[src/ldgf_pkg.sv]
// ----------------------------------------------------------------------------
// ldgf_pkg
// Shared types, constants and command/status groups of the door gap filter.
// ----------------------------------------------------------------------------
package ldgf_pkg;

  localparam int MAX_PEAKS = 16;
  localparam int MAX_DOORS = 16;
  localparam int PCNT_W    = $clog2(MAX_PEAKS + 1);
  localparam int PIDX_W    = $clog2(MAX_PEAKS);
  localparam int DCNT_W    = $clog2(MAX_DOORS + 1);
  localparam int DIDX_W    = $clog2(MAX_DOORS);
  localparam int CNT_W     = (PCNT_W > DCNT_W) ? PCNT_W : DCNT_W;

  localparam int CFG_IDX_W = 3;
  localparam int CFG_DAT_W = 16;

  localparam logic [CFG_IDX_W-1:0] CFG_JUMP     = 3'd0;
  localparam logic [CFG_IDX_W-1:0] CFG_SUPPRESS = 3'd1;
  localparam logic [CFG_IDX_W-1:0] CFG_MIN_W    = 3'd2;
  localparam logic [CFG_IDX_W-1:0] CFG_MAX_W    = 3'd3;
  localparam logic [CFG_IDX_W-1:0] CFG_MARGIN   = 3'd4;

  localparam logic [15:0] JUMP_RST     = 16'd1000;
  localparam logic [15:0] SUPPRESS_RST = 16'd500;
  localparam logic [15:0] MIN_W_RST    = 16'd800;
  localparam logic [15:0] MAX_W_RST    = 16'd1200;
  localparam logic [11:0] MARGIN_RST   = 12'd200;

  typedef enum logic [1:0] {
    KIND_DOOR    = 2'd0,
    KIND_VERDICT = 2'd1,
    KIND_NODOOR  = 2'd2
  } kind_t;

  typedef enum logic {
    OP_LOAD   = 1'b0,
    OP_FILTER = 1'b1
  } op_t;

  typedef enum logic [1:0] {
    DS_SUPP,
    DS_PAIR,
    DS_COVER
  } dsel_t;

  typedef enum logic [2:0] {
    ST_IDLE,
    ST_PEAK,
    ST_PAIR_LOAD,
    ST_PAIR_SCAN,
    ST_EMIT,
    ST_FILTER
  } ctrl_state_t;

  typedef struct packed {
    logic signed [15:0] x;
    logic signed [15:0] y;
    logic signed [12:0] a;
  } pt_t;

  typedef struct packed {
    pt_t e1;
    pt_t e0;
  } door_t;

  typedef struct packed {
    logic        op;
    pt_t         pt;
    logic [15:0] range;
    logic        eos;
  } in_item_t;

  typedef struct packed {
    kind_t kind;
    door_t door;
    logic  keep;
    logic  last;
    logic  ovf;
  } out_item_t;

  typedef struct packed {
    logic  accept;
    logic  idx_next;
    logic  peak_push;
    logic  peak_ovf;
    logic  pair_init;
    logic  pair_load;
    logic  j_next;
    logic  door_push;
    logic  door_ovf;
    logic  scan_end;
    logic  out_load;
    kind_t out_kind;
    dsel_t dsel;
  } cmd_t;

  typedef struct packed {
    logic jump;
    logic eos;
    logic i_end;
    logic supp_hit;
    logic pair_done;
    logic j_end;
    logic gap_ok;
    logic peak_full;
    logic door_full;
    logic door_none;
    logic k_end;
    logic k_last;
    logic covered;
    logic out_free;
  } sts_t;

endpackage

[src/ldgf_ctrl.sv]
// ----------------------------------------------------------------------------
// ldgf_ctrl
// Sequencer for peak suppression, pair search, door emission and filtering.
// ----------------------------------------------------------------------------
module ldgf_ctrl (
  input  logic          clk,
  input  logic          rst_n,
  input  logic          in_valid,
  input  logic          in_op,
  output logic          in_ready,
  input  ldgf_pkg::sts_t sts,
  output ldgf_pkg::cmd_t cmd
);
  import ldgf_pkg::*;

  ctrl_state_t state_r, state_nxt;

  always_ff @(posedge clk) begin
    if (!rst_n) begin
      state_r <= ST_IDLE;
    end else begin
      state_r <= state_nxt;
    end
  end

  always_comb begin
    state_nxt    = state_r;
    cmd          = '0;
    cmd.out_kind = KIND_DOOR;
    cmd.dsel     = DS_SUPP;
    in_ready     = 1'b0;
    unique case (state_r)
      ST_IDLE: begin
        in_ready = 1'b1;
        if (in_valid) begin
          cmd.accept = 1'b1;
          state_nxt  = (in_op == OP_FILTER) ? ST_FILTER : ST_PEAK;
        end
      end
      ST_PEAK: begin
        cmd.dsel = DS_SUPP;
        if (!sts.jump || sts.i_end || sts.supp_hit) begin
          if (sts.jump && sts.i_end) begin
            cmd.peak_ovf  = sts.peak_full;
            cmd.peak_push = !sts.peak_full;
          end
          if (sts.eos) begin
            cmd.pair_init = 1'b1;
            state_nxt     = ST_PAIR_LOAD;
          end else begin
            state_nxt = ST_IDLE;
          end
        end else begin
          cmd.idx_next = 1'b1;
        end
      end
      ST_PAIR_LOAD: begin
        if (sts.pair_done) begin
          cmd.scan_end = 1'b1;
          state_nxt    = ST_EMIT;
        end else begin
          cmd.pair_load = 1'b1;
          state_nxt     = ST_PAIR_SCAN;
        end
      end
      ST_PAIR_SCAN: begin
        cmd.dsel = DS_PAIR;
        if (sts.j_end) begin
          cmd.idx_next = 1'b1;
          state_nxt    = ST_PAIR_LOAD;
        end else begin
          cmd.j_next = 1'b1;
          if (sts.gap_ok) begin
            cmd.door_ovf  = sts.door_full;
            cmd.door_push = !sts.door_full;
          end
        end
      end
      ST_EMIT: begin
        if (sts.out_free) begin
          cmd.out_load = 1'b1;
          if (sts.door_none) begin
            cmd.out_kind = KIND_NODOOR;
            state_nxt    = ST_IDLE;
          end else begin
            cmd.out_kind = KIND_DOOR;
            cmd.idx_next = 1'b1;
            if (sts.k_last) begin
              state_nxt = ST_IDLE;
            end
          end
        end
      end
      ST_FILTER: begin
        cmd.dsel = DS_COVER;
        if (sts.k_end || sts.covered) begin
          if (sts.out_free) begin
            cmd.out_load = 1'b1;
            cmd.out_kind = KIND_VERDICT;
            state_nxt    = ST_IDLE;
          end
        end else begin
          cmd.idx_next = 1'b1;
        end
      end
      default: state_nxt = ST_IDLE;
    endcase
  end

`ifndef SYNTHESIS
  a_ready_idle: assert property (@(posedge clk) disable iff (!rst_n)
    in_ready |-> (state_r == ST_IDLE))
    else $error("input ready outside idle");
  a_one_push: assert property (@(posedge clk) disable iff (!rst_n)
    !(cmd.peak_push && cmd.door_push))
    else $error("peak and door push together");
  a_emit_after_pairs: assert property (@(posedge clk) disable iff (!rst_n)
    (state_r == ST_EMIT) && (state_nxt == ST_EMIT) |-> !cmd.out_load || !sts.k_last)
    else $error("emission continues past last door");
`endif

endmodule

[config.mk]
export PLATFORM = sky130hd
export DESIGN_NAME = ldgf_ctrl
export DESIGN_NICKNAME = d
export VERILOG_FILES = /design/src/ldgf_pkg.sv /design/src/ldgf_ctrl.sv
export SDC_FILE = /design/constraint.sdc
export NUM_CORES = 1
export LEC_CHECK = 0
export BUFFER_PORTS_ARGS = -buffer_cell sky130_fd_sc_hd__buf_2
export CAP_MARGIN = 10
export CORE_AREA = 2 2 39 41
export CTS_CLUSTER_DIAMETER = 60
export DETAILED_ROUTE_END_ITERATION = 8
export DIE_AREA = 0 0 41 43
export GPL_TIMING_DRIVEN = 0
export PLACE_DENSITY = 0.65
export SETUP_SLACK_MARGIN = 0.02
export SLEW_MARGIN = 30
export SYNTH_ARGS = -nofsm -noshare
export SYNTH_HDL_FRONTEND = slang
export SYNTH_SLANG_ARGS = --single-unit
[constraint.sdc]
create_clock -name clk -period 1.7 [get_ports clk]
set_input_delay 0.17 -clock clk [delete_from_list [all_inputs] [get_ports clk]]
set_output_delay 0.17 -clock clk [all_outputs]
set_load 0.1 [all_outputs]
# After elaboration in Yosys (flattened, before gate mapping)
# Cells that the tools add are included.
# word_totals
reg_bits	3
in_bits	18
word_cells	60
# classes
n_eq_ne	12
mux	38
n_reduce_logical	9
# op_table
cell	count
$mux W3	17
$pmux W3 S6	1
$mux W1	13
$ne A2 B2 Y1 const B	6
$mux W2	4
$reduce_and A7 Y1	1
$eq A3 B2 Y1 const B	2
$eq A3 B3 Y1 const B	2
$pmux W3 S2	1
$pmux W1 S4	1
$pmux W2 S2	1
$eq A3 B1 Y1 const B	1
$logic_not A1 Y1	3
$logic_not A3 Y1	1
$logic_or A1 B1 Y1	3
$ne A3 B3 Y1 const B	1
$logic_and A1 B1 Y1	1

# Longest topological paths before layout
# Gate-level depths: netlist of the first run.
# depth
ltp_word	5
depth_mapped	4
ltp_nobuf	3

# Worst setup path before layout of the first run
# Ideal clock, no wire load.
# synth_path
path_kind	register to output
startpoint	register state_r[0]
endpoint	output cmd[14] (netlist bit)
arrival_ns	3.534
required_time_ns	1.530
setup_slack_ns	-2.004
path_stages_with_launch	4
n_path_buf	1
path_cell_list	dfxtp_1 -> buf_6 -> nor3_1 -> and2_1
# synth_lines
item	line	source
start, declared	ldgf_ctrl.sv:16	ctrl_state_t state_r, state_nxt;
start signal, assigned	ldgf_ctrl.sv:22	state_r <= state_nxt;
end, declared	ldgf_ctrl.sv:12	output ldgf_pkg::cmd_t cmd

==> metrics.yaml, run 1 <==
area_growth_syn_to_layout_pct: 117
cp_cell_sequence: "buf_8 > and2b_2 > nand2_4 > o311ai_4 > buf_12"
powerDensity_nw_per_um2: 590
cts.sinks: 3
cp_slowest_cell: "dfxtp_4"
maxCapViolCount: 0
clock_latency_ns: 0.23
synth_cell_type_count: 30
path_clk_slew_ns: 0.04
dr.pass1.iters: 4
yosys_warnings: 0
h-tree-depth: 1
grt_max_degree: 11
final_layout_size_suffix_gt1_share_pct: 75.5
post-route-period-util_pct: 96.8
io-pin-count: 34
antenna_left: 0
crit_path_end_kind: "primary output"
p_leak_nw: 0.411
syn_nets: 70
syn_inst: 52
grt_pass1_wl_mm: 2.01
synth_edf_count: 0
grt_pass1_vias: 500
final_cell_mix: "buf_2 (24), buf_6 (6), nand2_1 (6), buf_4 (6), clkbuf_4 (4)"
slew_headroom_pct: 60.3
final_common_cell: "buf_2"
ys_seq_area_share_pct: 14.9
min_period_ns: 1.65
dieArea_um2: 1760
core-area_um2: 1380
n_antenna_cell: 0
syn_area_um2: 404
clockRootBuffer: "clkbuf_4"
rows: 14
final_area_um2: 877
fmaxAchievable_mhz: 608
track_usage_pct: 16.1
critPathLaunchType: "register"
path_buf_inv: 2
holdCritPathClass: "input port to register"
critical_path_class: "register to primary output"
required_ns: 1.53
biggestRegsByFlops: "state_r (3)"
port_buffers: 33
tns_ns: 0
cts_buffers: 3
cts_tree: "done"
ys.flop_type: "dfxtp_1"
post-place-ws_ns: -0.0373
ys_ff_latch: 3
overflow: 0
dpl-instance-area_um2: 708
fin_nets: 113
die_x_um: 41
antenna_found_initial: 0
rsz0062_at_grt: "yes"
cp_max_fo: 6
async_flop_share_pct: 0
setup_ws_ns: 0.0541
drc: 0
finalSetupViolations: 0
outcome: "finished clean"
vias_per_cell: 5.12
worst_slew_pin_slew_ns: 0.594
gp_congestion: 0.731
critical_path.max_stage_delay_ns: 0.36
ctsLongestPathBuffers: 2
dp_hpwl_um: 949
avgSynthCellArea_um2: 7.77
via_count: 563
wl_mm: 1.41
die_h_um: 43
regMostFlops: "state_r"
crit_family: "flip-flops"
slew_viol_final: 0
cp.arrival_ns: 1.48
wl_per_cell_um: 12.9
skew_ns: 0.000113
ir_drop_mv: 0.239
drtIter0Drc: 13
largest_reg_flops: 3
start_util_pct: 29.2
hold_viol: 0
[final timing paths]
path / startpoint / to / slack, ns / cells after the start
worst max-delay path: state_r[2]$_SDFFE_PN0P_ / cmd[13] / 0.05 / 5
worst min-delay path: rst_n / state_r[2]$_SDFFE_PN0P_ / 0.22 / 3
worst max register to register: state_r[1]$_SDFFE_PN0P_ / state_r[0]$_SDFFE_PN0P_ / 0.50 / 5
worst min register to register: state_r[0]$_SDFFE_PN0P_ / state_r[1]$_SDFFE_PN0P_ / 0.65 / 3
[cells in the mapped netlist (all sizes together), types with 2 or more instances]
master | count | area [µm²]
nand2 | 7 | 26.3
nor2 | 5 | 18.8
nor3b | 5 | 42.5
nor3 | 4 | 20.0
and3b | 3 | 28.8
dfxtp | 3 | 60.1
buf | 2 | 22.5
clkbuf | 2 | 18.8
inv | 2 | 7.51
nand3 | 2 | 10.0
[layer usage]
metal | vias to the layer above | part of all wire [%] | global-route usage (%)
met5 | - | 0 | 0
met4 | 0 | 0 | 6.00
met3 | 0 | 6.1 | 1.57
met2 | 24 | 54 | 25.9
met1 | 259 | 40 | 21.0
li1 | 280 | - | -
[stage by stage]
step | utilization, % | power (mW) | hold slack [ns] | cells
floorplan | - | 0.303 | 0.295 | 52
global placement | 51.2 | 0.355 | 0.444 | 101
detailed placement | 51.2 | 0.356 | 0.440 | 101
CTS | 60.2 | 0.514 | 0.195 | 109
global route | 63.4 | 0.539 | 0.237 | 110
finish | 63.4 | 0.518 | 0.223 | 110
[layout make-up]
class                      count  area [µm²]
sequential                     3        66.3
buffer                         4        45.0
tap                           16        20.0
fill                         121         507
multi-input combinational     43         427
clock buffer                   4        26.3
timing repair buffer          38         285
inverter                       2        7.51
[logic make-up after synthesis]
group,synth area share (%)
AOI/OAI and AO/OA,22.0
DFF,14.9
buffers and inverters,12.1
and+or+nand+nor,51.1
[repair_timing]
item / CTS / global route
buffers inserted: 4 / 0
hold buffers: 0 / 0
setup endpoints to repair: 9 / 8
pin swaps: 1 / 3
gates cloned: 0 / 1
resized for setup: 21 / 11
[where the power goes]
part / switching (mW) / internal, mW / leakage [nW]
clock: 0.0350 / 0.0878 / 0.0150
sequential: 0.00993 / 0.0778 / 0.0261
combinational: 0.203 / 0.104 / 0.370
total: 0.248 / 0.269 / 0.411
[worst min-delay path, stage by stage]
cell and delay [ns]:
buf_2 0.12, inv_1 0.08, a31oi_1 0.04
(Power assumes the default switching activity.)
==> run 2, diff against run 1 <==
RECOVER_POWER = 100   (was not set)
==> metrics.yaml, run 2 (synthesis results as in run 1) <==
path_clk_slew_ns: 0.04
clock_latency_ns: 0.23
wl_mm: 1.41
drc: 0
rr_worst_depth: 5
min_period_ns: 1.66
largest_reg_flops: 3
biggestRegsByFlops: "state_r (3)"
vias_per_cell: 5.13
cts_hold_buf: 0
area_growth_syn_to_layout_pct: 117
required_ns: 1.53
core-area_um2: 1380
layoutNonFillerInstCount: 110
hold_path_depth: 3
p_leak_nw: 0.406
dr.pass1.iters: 4
ir_drop_mv: 0.238
final_common_cell: "buf_2"
cp.arrival_ns: 1.49
overflow: 0
outcome: "finished clean"
slew_headroom_pct: 60.3
skew_ns: 0.000131
p_comb_share_pct: 59.3
n_antenna_cell: 0
fin_util_pct: 63.3
dpl-instance-area_um2: 708
cts.sinks: 3
clockRootBuffer: "clkbuf_4"
power_mw: 0.517
drtIter0Drc: 6
final_layout_size_suffix_gt1_share_pct: 74.5
p_clk_share_pct: 23.8
die_h_um: 43
ctsLongestPathBuffers: 2
critical_path_class: "register to primary output"
wl_per_cell_um: 12.8
final_area_um2: 876
h-tree-depth: 1
power_frac_seq_pct: 17.0
finalSetupViolations: 0
setup_ws_ns: 0.0445
grt_max_degree: 11
grt_pass1_wl_mm: 2.01
port_buffers: 33
regMostFlops: "state_r"
post-place-ws_ns: -0.0373
io-pin-count: 34
tns_ns: 0
via_count: 564
gp_congestion: 0.731
final_cell_mix: "buf_2 (23), buf_6 (6), nand2_1 (6), buf_4 (6), clkbuf_4 (4)"
antenna_left: 0
slew_viol_final: 0
rows: 14
fmaxAchievable_mhz: 604
hold_viol: 0
maxCapViolCount: 0
timing.hold.ws_ns: 0.223
p_int_mw: 0.269
worst_slew_pin_slew_ns: 0.594
powerDensity_nw_per_um2: 590
crit_path_end_kind: "primary output"
track_usage_pct: 16.1
power_switching_mw: 0.248
antenna_found_initial: 0
fin_nets: 113
critPathLaunchType: "register"
holdCritPathClass: "input port to register"
die_x_um: 41
dieArea_um2: 1760
dp.cells: 101
cp_max_fo: 5
cts_tree: "done"
nFillCells: 122
grt_pass1_vias: 500
cts_buffers: 3
rsz0062_at_grt: "yes"
dp_hpwl_um: 949
start_util_pct: 29.2
swShare_pct: 47.9
post-route-period-util_pct: 97.4
-- run 2: path summary, 6_finish.rpt --
check / start / end / slack, ns
setup / recovery: state_r[1]$_SDFFE_PN0P_ / cmd[9] / 0.04
hold / removal: rst_n / state_r[2]$_SDFFE_PN0P_ / 0.22
setup reg to reg: state_r[1]$_SDFFE_PN0P_ / state_r[0]$_SDFFE_PN0P_ / 0.50
hold reg to reg: state_r[0]$_SDFFE_PN0P_ / state_r[1]$_SDFFE_PN0P_ / 0.65
-- run 2: power by group through the flow --
| stage | Combinational (mW) | Clock (mW) | Sequential [mW] |
|---|---|---|---|
| 6_report | 0.306 | 0.123 | 0.0876 |
| 5_1_grt | 0.320 | 0.130 | 0.0886 |
| 4_1_cts | 0.299 | 0.129 | 0.0862 |
| 3_5_place_dp | 0.270 | 0 | 0.0861 |
| 3_3_place_gp | 0.269 | 0 | 0.0861 |
| 2_1_floorplan | 0.219 | 0 | 0.0838 |
-- run 2: worst max-delay path: stages (launching register included) --
cell and delay [ns]:
dfxtp_2 0.34, clkbuf_1 0.23, nand2b_1 0.13, nor3_2 0.11
buf_2 0.44
-- run 2: area by class of cell --
cell class	instances	area (µm²)	area share [%]
Buffer	4	45.0	5.14
Clock buffer	4	26.3	3.00
Inverter	2	7.51	0.857
Multi-Input combinational cell	43	427	48.7
Sequential cell	3	66.3	7.57
Tap cell	16	20.0	2.29
Timing Repair Buffer	38	284	32.4
-- run 2: metal layers --
layer  vias to the layer above  global-route usage, %  share of wire, %
met5                         -                      0                 0
met4                         0                   6.00                 0
met3                         0                   1.57               6.0
met2                        22                   25.9                54
met1                       262                   21.0                40
li1                        280                      -                 -
-- run 2: what timing repair did --
action	in CTS	in global routing
buffers inserted	4	0
pin swaps	1	3
resized for setup	21	11
setup endpoints to repair	9	8
gates cloned	0	1
